**src/rtl/core/lztd_pkg.sv**
```systemverilog
// ----------------------------------------------------------------------------
// LZ token decompressor package
// Types, constants and codes shared by the decompressor modules.
// ----------------------------------------------------------------------------
package lztd_pkg;

  localparam int unsigned WindowDepth = 16384;
  localparam int unsigned AddrW       = $clog2(WindowDepth);
  localparam int unsigned ProdW       = $clog2(WindowDepth + 1);
  localparam int unsigned OffW        = 14;
  localparam int unsigned OutLanes    = 4;
  localparam int unsigned MaxLanes    = 4;
  localparam int unsigned LaneCnt     = (OutLanes > MaxLanes) ? MaxLanes :
                                        ((OutLanes < 1) ? 1 : OutLanes);
  localparam int unsigned LaneIdxW    = $clog2(MaxLanes);
  localparam int unsigned FillW       = $clog2(MaxLanes + 1);
  localparam int unsigned RemainW     = 8;

  localparam logic [7:0] LitTokMask  = 8'hC0;
  localparam logic [5:0] LowMask     = 6'h3F;
  localparam logic [7:0] MatchBias   = 8'd4;

  typedef enum logic [1:0] {
    ERR_NONE   = 2'd0,
    ERR_OFFSET = 2'd1,
    ERR_TRUNC  = 2'd2
  } err_e;

  typedef enum logic [1:0] {
    PH_TOKEN = 2'd0,
    PH_LIT   = 2'd1,
    PH_OFF1  = 2'd2,
    PH_OFF2  = 2'd3
  } phase_e;

  typedef enum logic [2:0] {
    ST_IDLE,
    ST_DECODE,
    ST_READ,
    ST_WRITE,
    ST_EMIT,
    ST_FINISH,
    ST_TRUNC
  } state_e;

  typedef struct packed {
    logic [7:0] in_byte;
    logic       end_of_stream;
  } in_item_t;

  typedef struct packed {
    logic [7:0] out_byte0;
    logic [7:0] out_byte1;
    logic [7:0] out_byte2;
    logic [7:0] out_byte3;
    logic [2:0] byte_count;
    logic       last_of_run;
    logic [1:0] error_code;
  } out_item_t;

  typedef struct packed {
    logic             wr;
    logic [7:0]       wdata;
    logic             rd;
    logic             load;
    logic [AddrW-1:0] off;
  } hist_cmd_t;

endpackage

```
**src/rtl/core/lztd_sequencer.sv**
```systemverilog
// ----------------------------------------------------------------------------
// LZ token decompressor sequencer
// Parses tokens, steps match copies through the history and packs results.
// ----------------------------------------------------------------------------
module lztd_sequencer
  import lztd_pkg::*;
(
  input  logic       clk_i,
  input  logic       rst_ni,
  input  logic       in_valid_i,
  output logic       in_stall_o,
  input  in_item_t   in_data_i,
  output logic       out_valid_o,
  input  logic       out_stall_i,
  output out_item_t  out_data_o,
  output hist_cmd_t  hist_cmd_o,
  input  logic [7:0] hist_rdata_i
);

  state_e               state_q, state_d;
  phase_e               phase_q, phase_d;
  logic [6:0]           lit_left_q, lit_left_d;
  logic [7:0]           match_len_q, match_len_d;
  logic [5:0]           off_high_q, off_high_d;
  logic [ProdW-1:0]     produced_q, produced_d;
  logic [7:0]           byte_q, byte_d;
  logic                 eos_q, eos_d;
  logic                 trunc_q, trunc_d;
  logic [RemainW-1:0]   remain_q, remain_d;
  logic [7:0]           lanes_q [MaxLanes];
  logic [7:0]           lanes_d [MaxLanes];
  logic [FillW-1:0]     fill_q, fill_d;
  err_e                 err_q, err_d;
  logic                 out_valid_q, out_valid_d;
  out_item_t            out_q, out_d;

  // Decode helpers.
  logic                 is_lit_tok;
  logic                 tok_done;
  logic [OffW-1:0]      off_val;
  logic                 off_bad;
  logic [ProdW-1:0]     prod_inc;
  logic                 out_free;
  logic                 out_load;
  logic                 lane_full;
  logic [7:0]           lane_out [MaxLanes];

  assign is_lit_tok = (byte_q & LitTokMask) == LitTokMask;
  assign off_val    = (phase_q == PH_OFF2) ? {off_high_q, byte_q} : OffW'(byte_q);
  assign off_bad    = (off_val == '0) || (ProdW'(off_val) > produced_q);
  assign prod_inc   = (produced_q < ProdW'(WindowDepth)) ? produced_q + ProdW'(1)
                                                          : produced_q;
  assign out_free   = !out_valid_q || !out_stall_i;
  assign lane_full  = (fill_q + FillW'(1)) == FillW'(LaneCnt);
  // A match starts once the offset is complete; a first offset byte of two
  // only records the high bits.
  assign tok_done   = (phase_q == PH_OFF2) || ((phase_q == PH_OFF1) && !is_lit_tok);

  // Next state.
  always_comb begin
    state_d = state_q;
    unique case (state_q)
      ST_IDLE:   if (in_valid_i) state_d = ST_DECODE;
      ST_DECODE: begin
        unique case (phase_q)
          PH_LIT:   state_d = ST_EMIT;
          PH_TOKEN: state_d = ST_FINISH;
          default:  begin
            if (!tok_done) begin
              state_d = ST_FINISH;
            end else if (off_bad) begin
              state_d = ST_EMIT;
            end else begin
              state_d = ST_READ;
            end
          end
        endcase
      end
      ST_READ:   state_d = ST_WRITE;
      ST_WRITE:  state_d = (lane_full || remain_q == RemainW'(1)) ? ST_EMIT : ST_READ;
      ST_EMIT:   begin
        if (out_free) begin
          state_d = (remain_q != '0) ? ST_READ : ST_FINISH;
        end
      end
      ST_FINISH: state_d = trunc_q ? ST_TRUNC : ST_IDLE;
      ST_TRUNC:  if (out_free) state_d = ST_IDLE;
      default:   state_d = ST_IDLE;
    endcase
  end

  // Outputs and history commands.
  always_comb begin
    hist_cmd_o       = '0;
    hist_cmd_o.off   = off_val[AddrW-1:0];
    hist_cmd_o.wdata = (state_q == ST_WRITE) ? hist_rdata_i : byte_q;
    out_load         = 1'b0;
    unique case (state_q)
      ST_DECODE: begin
        hist_cmd_o.wr   = (phase_q == PH_LIT);
        hist_cmd_o.load = (phase_q != PH_LIT) && (phase_q != PH_TOKEN) && tok_done && !off_bad;
      end
      ST_READ:   hist_cmd_o.rd = 1'b1;
      ST_WRITE:  hist_cmd_o.wr = 1'b1;
      ST_EMIT,
      ST_TRUNC:  out_load = out_free;
      default:   ;
    endcase
  end

  always_comb begin
    for (int i = 0; i < MaxLanes; i++) begin
      lane_out[i] = (FillW'(i) < fill_q) ? lanes_q[i] : 8'd0;
    end
  end

  // Datapath registers.
  always_comb begin
    phase_d     = phase_q;
    lit_left_d  = lit_left_q;
    match_len_d = match_len_q;
    off_high_d  = off_high_q;
    produced_d  = produced_q;
    byte_d      = byte_q;
    eos_d       = eos_q;
    trunc_d     = trunc_q;
    remain_d    = remain_q;
    lanes_d     = lanes_q;
    fill_d      = fill_q;
    err_d       = err_q;
    out_d       = out_q;
    out_valid_d = out_valid_q && out_stall_i;

    case (state_q)
      ST_IDLE: begin
        if (in_valid_i) begin
          byte_d = in_data_i.in_byte;
          eos_d  = in_data_i.end_of_stream;
        end
      end
      ST_DECODE: begin
        fill_d   = '0;
        err_d    = ERR_NONE;
        remain_d = '0;
        case (phase_q)
          PH_TOKEN: begin
            if (is_lit_tok) begin
              lit_left_d = 7'({1'b0, byte_q[5:0]}) + 7'd1;
              phase_d    = PH_LIT;
            end else begin
              match_len_d = byte_q;
              phase_d     = PH_OFF1;
            end
          end
          PH_LIT: begin
            lanes_d[0] = byte_q;
            fill_d     = FillW'(1);
            produced_d = prod_inc;
            lit_left_d = (lit_left_q != '0) ? lit_left_q - 7'd1 : lit_left_q;
            phase_d    = (lit_left_d == '0) ? PH_TOKEN : PH_LIT;
          end
          default: begin
            if (!tok_done) begin
              off_high_d = byte_q[5:0] & LowMask;
              phase_d    = PH_OFF2;
            end else begin
              phase_d = PH_TOKEN;
              if (off_bad) begin
                err_d = ERR_OFFSET;
              end else begin
                remain_d = match_len_q + MatchBias;
              end
            end
          end
        endcase
        trunc_d = eos_q && (phase_d != PH_TOKEN);
      end
      ST_WRITE: begin
        lanes_d[fill_q[LaneIdxW-1:0]] = hist_rdata_i;
        fill_d     = fill_q + FillW'(1);
        remain_d   = remain_q - RemainW'(1);
        produced_d = prod_inc;
      end
      ST_EMIT: begin
        if (out_load) begin
          out_valid_d           = 1'b1;
          out_d.out_byte0       = lane_out[0];
          out_d.out_byte1       = lane_out[1];
          out_d.out_byte2       = lane_out[2];
          out_d.out_byte3       = lane_out[3];
          out_d.byte_count      = 3'(fill_q);
          out_d.last_of_run     = (remain_q == '0) && !trunc_q;
          out_d.error_code      = err_q;
          fill_d                = '0;
        end
      end
      ST_FINISH: begin
        if (!trunc_q && eos_q) begin
          phase_d    = PH_TOKEN;
          lit_left_d = '0;
          produced_d = '0;
        end
      end
      ST_TRUNC: begin
        if (out_load) begin
          out_valid_d = 1'b1;
          out_d       = '0;
          out_d.last_of_run = 1'b1;
          out_d.error_code  = ERR_TRUNC;
          // Truncation is only flagged on the final byte of a stream.
          phase_d     = PH_TOKEN;
          lit_left_d  = '0;
          produced_d  = '0;
          trunc_d     = 1'b0;
        end
      end
      default: ;
    endcase
  end

  always_ff @(posedge clk_i or negedge rst_ni) begin
    if (!rst_ni) begin
      state_q     <= ST_IDLE;
      phase_q     <= PH_TOKEN;
      lit_left_q  <= '0;
      match_len_q <= '0;
      off_high_q  <= '0;
      produced_q  <= '0;
      eos_q       <= 1'b0;
      trunc_q     <= 1'b0;
      remain_q    <= '0;
      fill_q      <= '0;
      err_q       <= ERR_NONE;
      out_valid_q <= 1'b0;
    end else begin
      state_q     <= state_d;
      phase_q     <= phase_d;
      lit_left_q  <= lit_left_d;
      match_len_q <= match_len_d;
      off_high_q  <= off_high_d;
      produced_q  <= produced_d;
      eos_q       <= eos_d;
      trunc_q     <= trunc_d;
      remain_q    <= remain_d;
      fill_q      <= fill_d;
      err_q       <= err_d;
      out_valid_q <= out_valid_d;
    end
  end

  always_ff @(posedge clk_i) begin
    byte_q  <= byte_d;
    lanes_q <= lanes_d;
    out_q   <= out_d;
  end

  assign in_stall_o  = (state_q != ST_IDLE);
  assign out_valid_o = out_valid_q;
  assign out_data_o  = out_q;

endmodule

```
**config.mk**
```make
export PLATFORM = sky130hd
export DESIGN_NAME = lztd_sequencer
export DESIGN_NICKNAME = d
export VERILOG_FILES = /design/src/rtl/core/lztd_pkg.sv /design/src/rtl/core/lztd_sequencer.sv
export SDC_FILE = /design/constraint.sdc
export NUM_CORES = 1
export LEC_CHECK = 0
export BUFFER_PORTS_ARGS = -buffer_cell sky130_fd_sc_hd__buf_2
export CAP_MARGIN = 20
export CORE_MARGIN = 2
export CORE_UTILIZATION = 48
export DETAILED_ROUTE_END_ITERATION = 6
export PLACE_DENSITY = 0.8
export SYNTH_ARGS = -nofsm -noshare
export SYNTH_HDL_FRONTEND = slang
export SYNTH_SLANG_ARGS = --single-unit
```
**constraint.sdc**
```tcl
create_clock -name clk_i -period 3.1 [get_ports clk_i]
set_clock_uncertainty 0.1 [all_clocks]
set_input_delay 0.775 -clock clk_i [delete_from_list [all_inputs] [get_ports clk_i]]
set_output_delay 0.775 -clock clk_i [all_outputs]
set_load 0.02 [all_outputs]
```
==> results of run 1 <==
## sequential cells by signal (all words and copies together) (netlist names)
| register | flops |
|---|---|
| byte_q | 8 |
| eos_q | 1 |
| err_q | 1 |
| fill_q | 3 |
| lanes_q | 32 |
| lit_left_q | 7 |
| match_len_q | 8 |
| off_high_q | 6 |
| out_data_o | 38 |
| out_valid_o | 1 |
| phase_q | 2 |
| produced_q | 15 |
| remain_q | 8 |
| state_q | 3 |
| trunc_q | 1 |
## timing repair
item | in CTS | in global routing
gates resized for setup | 8 | 0
pin swaps | 4 | 0
endpoints found under the setup margin | 1 | 1
## power groups by stage
| stage | sequential [uW] | clock (uW) | combinational [uW] |
|---|---|---|---|
| after floorplan | 3020 | 0 | 2330 |
| after global placement | 2940 | 0 | 3300 |
| after detailed placement | 2980 | 0 | 3420 |
| after CTS | 2960 | 2000 | 3490 |
| after global routing | 3040 | 2080 | 3890 |
| final | 2960 | 1980 | 3510 |
## synthesized netlist by cell type, types with 2 or more instances
cell type / count / share of area
a211oi_1: 5 / 0.0056
a21o_1: 2 / 0.0022
a21oi_1: 24 / 0.018
a22o_1: 4 / 0.0052
a22oi_1: 3 / 0.0034
a31oi_1: 9 / 0.0084
and2_1: 18 / 0.017
and3_1: 22 / 0.021
buf_1: 2 / 0.0011
buf_2: 9 / 0.0067
clkbuf_1: 14 / 0.0078
dfrtp_1: 56 / 0.21
edfxtp_1: 78 / 0.35
ha_1: 26 / 0.049
inv_1: 29 / 0.016
mux2_1: 8 / 0.013
mux2_2: 7 / 0.012
mux2i_1: 4 / 0.0060
nand2_1: 57 / 0.032
nand2b_1: 10 / 0.0093
nand3_1: 19 / 0.014
nand3b_1: 3 / 0.0034
nand4_1: 3 / 0.0028
nor2_1: 37 / 0.021
nor2b_1: 18 / 0.017
nor3_1: 17 / 0.013
nor3_2: 2 / 0.0030
nor3b_2: 2 / 0.0037
nor4_1: 7 / 0.0065
o211ai_1: 3 / 0.0034
o21ai_0: 18 / 0.013
o21ai_1: 21 / 0.016
o22a_1: 2 / 0.0026
o22ai_1: 6 / 0.0056
o2bb2ai_1: 2 / 0.0026
o311ai_1: 2 / 0.0026
o31ai_1: 11 / 0.012
o32ai_1: 2 / 0.0026
or2_0: 2 / 0.0019
or2_1: 2 / 0.0019
or3_1: 3 / 0.0028
or3b_1: 4 / 0.0052
or4_1: 4 / 0.0045
xnor2_1: 4 / 0.0052
xor2_1: 5 / 0.0065
## metal layers
layer,part of all wire,vias up
li1,-,2437
met1,0.41,2526
met2,0.47,244
met3,0.093,43
met4,0.030,0
met5,0,-
## per-stage QoR
step / cells / total power [uW]
global route: 905 / 9000
finish: 906 / 8450
CTS: 905 / 8440
floorplan: 608 / 5350
global placement: 873 / 6250
detailed placement: 873 / 6400
## worst max path at each step
stage	startpoint	end	slack (ps)
2_1_floorplan	phase_q[1]	hist_cmd_o[14]	-20
3_3_place_gp	phase_q[1]	hist_cmd_o[14]	120
3_5_place_dp	phase_q[1]	hist_cmd_o[14]	40
4_1_cts	phase_q[1]	hist_cmd_o[14]	-290
5_1_grt	phase_q[1]	hist_cmd_o[14]	-410
6_report	phase_q[1]	hist_cmd_o[14]	-280
## kinds of logic after synthesis
logic type | after synthesis
and+or+nand+nor | 235
adders and majority gates | 26
muxes | 19
DFF | 134
buffers and inverters | 57
xor gates and xnor gates | 9
AOI/OAI and AO/OA | 128
## critical path, delay by kind of cell (launching register included)
kind / cells / cell delay [ps]
AOI/OAI and AO/OA: 1 / 110
DFF: 1 / 450
and+or+nand+nor: 5 / 1130
buffers and inverters: 1 / 130
adders and majority gates: 1 / 260
## area by class of cell
type,count,area [sq um]
repair buffers,112,647
fillers,1138,5610
clock inverters,14,151
clock buffers,18,429
inverters,30,113
diodes,1,2.50
multi-input cells,417,2850
flip-flops and latches,134,3750
well taps,180,225
## cell usage in the layout, fill, tap and decap left out, types with 5 or more instances in the layout
cell and count:
nor2b_1 18, dfrtp_1 54, ha_4 6, edfxtp_1 78, mux2_1 8, o21ai_1 21, clkbuf_16 17, o22ai_1 6
ha_1 20, mux2_2 7, a31oi_1 9, and2_1 18, nor3_1 17, a21oi_1 24, nor4_1 7, nand2b_1 10
inv_1 29, nor2_1 35, buf_2 84, clkinvlp_4 5, buf_4 26, xor2_1 5, o21ai_0 18, o31ai_1 11
nand2_1 57, and3_1 16, and3_4 6, a211oi_1 5, nand3_1 19
==> impl_metrics.json, run 1 <==
{
  "outcome": "finished, violations left",
  "vias": 5250,
  "violations": "setup timing",
  "drv_cap": 0,
  "synth_top_family_by_area": "simple AND/OR/NAND/NOR gates",
  "grt_setup_unrepaired": "yes",
  "timing.rr.start": "phase_q[1]",
  "irDropWorstVdd_v": 0.000464,
  "synth_adder_area_share": 0.0486,
  "antenna_found_initial": 1,
  "synthArstFlopShare": 0.418,
  "worstSetupPathType": "reg2out",
  "synth_cells": 608,
  "r2r-end": "remain_q[5]",
  "track_usage": 0.235,
  "seq_power_share": 0.350,
  "synth-compound-area-share": 0.125,
  "avgSynthCellArea_sq_um": 11.0,
  "fmax_mhz": 296,
  "core_area_sq_um": 13800,
  "root_buffer": "clkbuf_16",
  "p_sw_uw": 3410,
  "ctsHoldBuffers": 0,
  "ant_nets": 0,
  "period_share": 1.09,
  "final_core_util": 0.593,
  "r2r_slack_ps": 600,
  "setup_viol": 1,
  "internal-power_uw": 5040,
  "worstPathArrival_ps": 2500,
  "clockPowerShare": 0.234,
  "area_growth_pct": 21.9,
  "io_pins": 86,
  "cp_cell_sequence": "and3_4 -> ha_4 -> nand4_1 -> or4_4 -> o211ai_4 -> nand3_4 -> nor2_4 -> buf_6",
  "hold_class": "reg2reg",
  "grt_pass1_wl_mm": 26.4,
  "clock-sinks": 134,
  "setup_ws_ps": -277,
  "pre_cts_slack_ps": 44.2,
  "post-cts-setup-buffers": 0,
  "grt-busiest-layer": "met2",
  "cts_buffers": 17,
  "required_ps": 2220,
  "routed_wirelength_mm": 16.5,
  "dr.pass1.iters": 5,
  "port_buffers": 85,
  "synth-simple-area-share": 0.189,
  "worst_slew_pin_slew_ps": 765,
  "worstSkewPairLatency_ps": 430,
  "synthMuxAreaShare": 0.0312,
  "final_cell_area_sq_um": 8160,
  "ys_types": 67,
  "gr-total-overflow": 0,
  "drive_above_1_share": 0.247,
  "end_kind": "output port",
  "cts_tree": "done",
  "syn_nets": 655,
  "grt_max_degree": 57,
  "crit_fanout": 7,
  "htree_levels": 4,
  "ys_seq_elements": 134,
  "worstRegToRegCells": 8,
  "drtIter0Drc": 465,
  "wl_per_cell_um": 18.2,
  "clock_path_buffers": 2,
  "min_delay_worst_endpoint": "match_len_q[0]",
  "crit_slowest_cell": "or4_4",
  "ys_seq_area_frac": 0.559,
  "tns_ps": -277,
  "dieArea_sq_um": 14900,
  "ys.flop_type": "edfxtp_1",
  "dp_hpwl_mm": 11.8,
  "rows": 43,
  "met1_usage": 0.300,
  "use_met2": 0.370,
  "startpoint_type": "flip-flop",
  "worstHoldStart": "match_len_q[0]",
  "synth_xor_area_frac": 0.0118,
  "hold_viol": 0,
  "slowest_delay_ps": 570,
  "layout.nets": 759,
  "slew_violations": 0,
  "ys_warn_count": 0,
  "drcViolationCount": 0,
  "gp_congestion": 0.930,
  "synth_area_sq_um": 6700,
  "placed_area_sq_um": 7520,
  "p_leak_uw": 0.00338,
  "fin_crit_ps": 3380,
  "hold_depth": 2,
  "p_sw_frac": 0.404,
  "viasPerCell": 5.79,
  "p_per_area_nw_per_um2": 1040,
  "synth-edff-count": 78,
  "die_w_um": 122,
  "die_h_um": 122,
  "grt_pass1_vias": 5101,
  "grt_util_met3": 0.0707,
  "clk_pin_slew_worst_paths_ps": 60,
  "relSlewSlack": 0.490,
  "p_comb_frac": 0.416,
  "hold_ws_ps": 394,
  "initial_core_util": 0.486
}
(Power assumes the default switching activity.)
==> inputs of run 2 (changes only) <==
CAP_MARGIN = unset   (was 20)
SKIP_LAST_GASP = 1   (was unset)
==> impl_metrics.json, run 2 (same netlist as run 1, synthesis figures left out) <==
{
  "required_ps": 2220,
  "dr.pass1.iters": 5,
  "drcViolationCount": 0,
  "worstPathArrival_ps": 2500,
  "drtIter0Drc": 431,
  "wl_per_cell_um": 18.3,
  "core_area_sq_um": 13800,
  "viasPerCell": 5.81,
  "fmax_mhz": 296,
  "routed_wirelength_mm": 16.6,
  "power_uw": 8460,
  "final_common_cell": "buf_2",
  "gr-total-overflow": 0,
  "initial_core_util": 0.486,
  "layout.nets": 759,
  "fin_crit_ps": 3380,
  "crit_family": "simple AND/OR/NAND/NOR gates",
  "timing.rr.start": "phase_q[1]",
  "pre_cts_slack_ps": 44.2,
  "grt_pass1_wl_mm": 26.4,
  "io_pins": 86,
  "ctsHoldBuffers": 0,
  "slew_violations": 0,
  "port_buffers": 85,
  "htree_levels": 4,
  "outcome": "finished, violations left",
  "seq_power_share": 0.350,
  "startpoint_type": "flip-flop",
  "dp_cells": 873,
  "critPathBufInv": 1,
  "cts_tree": "done",
  "gp_congestion": 0.930,
  "track_usage": 0.235,
  "p_comb_frac": 0.416,
  "crit_slowest_cell": "or4_4",
  "area_growth_pct": 21.9,
  "largest_reg_flops": 38,
  "worstRegToRegCells": 8,
  "irDropWorstVdd_v": 0.000467,
  "clk_pin_slew_worst_paths_ps": 60,
  "final_cell_area_sq_um": 8160,
  "p_per_area_nw_per_um2": 1040,
  "r2r-end": "remain_q[5]",
  "multi_input_area_sq_um": 2850,
  "antenna_found_initial": 1,
  "violations": "setup timing",
  "ant_nets": 0,
  "setup_ws_ps": -280,
  "worst_slew_pin_slew_ps": 758,
  "period_share": 1.09,
  "relSlewSlack": 0.495,
  "cp_cell_sequence": "and3_4 -> ha_4 -> nand4_1 -> or4_4 -> o211ai_4 -> nand3_4 -> nor2_4 -> buf_6",
  "mostFrequentLayoutCells": "84 x buf_2, 78 x edfxtp_1, 57 x nand2_1, 54 x dfrtp_1, 35 x nor2_1",
  "drv_cap": 0,
  "slowest_delay_ps": 570,
  "n_fill_cell": 1138,
  "hold_viol": 0,
  "end_kind": "output port",
  "grt_setup_unrepaired": "yes",
  "p_leak_uw": 0.00338,
  "crit_fanout": 7,
  "final_core_util": 0.593,
  "dieArea_sq_um": 14900,
  "r2r_slack_ps": 590,
  "placed_area_sq_um": 7520,
  "worstSetupPathType": "reg2out",
  "clockPowerShare": 0.233,
  "setup_viol": 1,
  "die_h_um": 122,
  "drive_above_1_share": 0.247,
  "root_buffer": "clkbuf_16",
  "seq_area_sq_um": 3750,
  "grt_pass1_vias": 5101,
  "dp_hpwl_mm": 11.8,
  "vias": 5263,
  "internal-power_uw": 5040,
  "final_cells": 906,
  "clock_path_buffers": 2,
  "worstSkewPairLatency_ps": 420,
  "grt_max_degree": 57,
  "die_w_um": 122,
  "cts_buffers": 17,
  "hold_class": "in2async",
  "rows": 43,
  "p_sw_frac": 0.404,
  "p_sw_uw": 3420,
  "clock-sinks": 134
}
[run 2: cell counts in the layout (fill, tap and decap cells not counted)]
Identical to the previous run, type by type.
[run 2: worst register-to-register path: cells and delay by family (launching register included)]
| kind | cells | cell delay [ps] |
|---|---|---|
| compound gates | 2 | 390 |
| fa+ha+maj | 1 | 260 |
| buf+inv | 1 | 190 |
| flops | 1 | 460 |
| simple gates | 4 | 1000 |
[run 2: power groups by stage]
stage / clock network [uW] / logic (uW) / registers, uW
2_1_floorplan: 0 / 2330 / 3020
3_3_place_gp: 0 / 3300 / 2940
3_5_place_dp: 0 / 3420 / 2980
4_1_cts: 2000 / 3490 / 2960
5_1_grt: 2080 / 3890 / 3040
6_report: 1980 / 3520 / 2960
[run 2: how the worst max path moves through the flow]
stage	start	endpoint	depth (start not counted)
global placement	phase_q[1]	hist_cmd_o[14]	8
detailed placement	phase_q[1]	hist_cmd_o[14]	8
finish	phase_q[1]	hist_cmd_o[14]	8
floorplan	phase_q[1]	hist_cmd_o[14]	9
global route	phase_q[1]	hist_cmd_o[14]	8
CTS	phase_q[1]	hist_cmd_o[14]	8
[run 2: layout make-up]
class / instances / share of cell area
Multi-Input combinational cell: 417 / 0.349
Antenna cell: 1 / 0.000307
Tap cell: 180 / 0.0276
Sequential cell: 134 / 0.459
Inverter: 30 / 0.0138
Timing Repair Buffer: 112 / 0.0792
Clock buffer: 18 / 0.0526
Clock inverter: 14 / 0.0185
[run 2: stage by stage]
stage | TNS, ps | hold slack, ps
after global routing | -406 | 412
after global placement | 0 | 374
after detailed placement | 0 | 383
after floorplan | -23.9 | 351
final | -280 | 394
after CTS | -288 | 396
[run 2: per-layer routing]
layer	vias up	wire, um	GRT usage
met5	-	0	0
met1	2534	6830	0.300
li1	2438	-	-
met3	40	1500	0.0707
met2	251	7770	0.370
met4	0	490	0.102
[run 2: what timing repair did]
action | CTS | global route
setup buffers | 0 | 0
pin swaps | 4 | 0
resized for setup | 8 | 0
setup endpoints to repair | 1 | 1
==> inputs of run 3 (changes only) <==
CORE_UTILIZATION = 45   (was 48)
PLACE_DENSITY = 0.76   (was 0.8)
==> impl_metrics.json, run 3 (same netlist as run 1, synthesis figures left out) <==
{
  "dieArea_sq_um": 15900,
  "worstSkewPairLatency_ps": 430,
  "area_growth_pct": 22.3,
  "irDropWorstVdd_v": 0.000486,
  "slew_violations": 0,
  "period_share": 1.10,
  "viasPerCell": 5.79,
  "final_core_util": 0.563,
  "htree_levels": 4,
  "track_usage": 0.222,
  "grt_pass1_wl_mm": 27.3,
  "worstPathArrival_ps": 2520,
  "relSlewSlack": 0.515,
  "antenna_found_initial": 0,
  "dp_hpwl_mm": 12.3,
  "gp_congestion": 0.902,
  "gr-total-overflow": 0,
  "grt_max_degree": 39,
  "fin_crit_ps": 3400,
  "ant_nets": 0,
  "p_leak_uw": 0.00339,
  "grt_pass1_vias": 5133,
  "cts_buffers": 17,
  "startpoint_type": "flip-flop",
  "drtIter0Drc": 543,
  "die_h_um": 126,
  "worst_slew_pin_slew_ps": 721,
  "die_w_um": 126,
  "port_buffers": 85,
  "clk_pin_slew_worst_paths_ps": 60,
  "wl_per_cell_um": 18.8,
  "rows": 44,
  "vias": 5270,
  "initial_core_util": 0.461,
  "dr.pass1.iters": 6,
  "clock_path_buffers": 2,
  "core_area_sq_um": 14500,
  "pre_cts_slack_ps": 83.1,
  "setup_viol": 1,
  "setup_ws_ps": -297,
  "p_per_area_nw_per_um2": 1040,
  "worstSetupPathType": "reg2out",
  "root_buffer": "clkbuf_16",
  "n_fill_cell": 1234,
  "end_kind": "output port",
  "mostFrequentLayoutCells": "84 x buf_2, 78 x edfxtp_1, 57 x nand2_1, 54 x dfrtp_1, 35 x nor2_1",
  "antenna-diode-count": 0,
  "ctsHoldBuffers": 0,
  "cts_tree": "done",
  "hold_class": "in2async",
  "drive_above_1_share": 0.242,
  "largest_reg_flops": 38,
  "outcome": "finished, violations left",
  "drcViolationCount": 0,
  "violations": "setup timing",
  "hold_viol": 0,
  "drv_cap": 0,
  "grt_setup_unrepaired": "yes",
  "fmax_mhz": 294,
  "final_common_cell": "buf_2",
  "io_pins": 86,
  "routed_wirelength_mm": 17.1,
  "required_ps": 2220,
  "layout.nets": 760,
  "crit_fanout": 7,
  "clock-sinks": 134
}
## run 3: through the flow
stage,setup TNS [ps],cell area (sq um),power (uW),std cells,hold WS (ps)
floorplan,-23.9,6780,5350,608,351
global placement,0,7530,6260,877,377
detailed placement,0,7530,6400,877,383
CTS,-260,8190,8500,910,291
global route,-350,8190,9050,910,328
finish,-297,8190,8510,910,282
## run 3: report_power, final
group          switching (uW)  total [uW]  internal, uW
Sequential                438        2960          2520
Combinational            2190        3540          1350
Clock                     764        2020          1250
## run 3: path summary, 6_finish.rpt
path	cells past startpoint	endpoint	slack, ps	startpoint
max in group asynchronous	2	fill_q[1]	2010	rst_ni
hold / removal	1	produced_q[0]	280	rst_ni
min in group clk_i	2	match_len_q[0]	390	match_len_q[0]
setup reg to reg	9	remain_q[5]	460	phase_q[1]
hold reg to reg	2	match_len_q[0]	390	match_len_q[0]
setup / recovery	8	hist_cmd_o[14]	-300	phase_q[1]
## run 3: area by class of cell
cell class,count,area (sq um),share of cell area
repair buffers,113,654,0.0799
inverters,30,113,0.0138
flip-flops and latches,134,3750,0.458
clock inverters,14,158,0.0193
multi-input cells,417,2860,0.349
clock buffers,18,429,0.0524
well taps,184,230,0.0281
## run 3: worst max-delay path, cell delays in order (launching register included)
cell and delay [ps]:
dfrtp_2 450, and3_4 200, ha_4 270, nand4_1 120, or4_4 580, o211ai_4 110, nand3_4 130, nor2_4 110
buf_6 120
## run 3: repair_timing
action                     CTS  global route
pin swaps                    4             0
buffers inserted             1             0
gates resized for setup      9             0
setup endpoints to repair    1             1
gates cloned                 0             0
## run 3: per-layer routing
layer | vias up | track usage | share of wire
li1 | 2448 | - | -
met2 | 231 | 0.357 | 0.47
met3 | 40 | 0.0650 | 0.086
met1 | 2551 | 0.284 | 0.41
met5 | - | 0 | 0
met4 | 0 | 0.0853 | 0.026
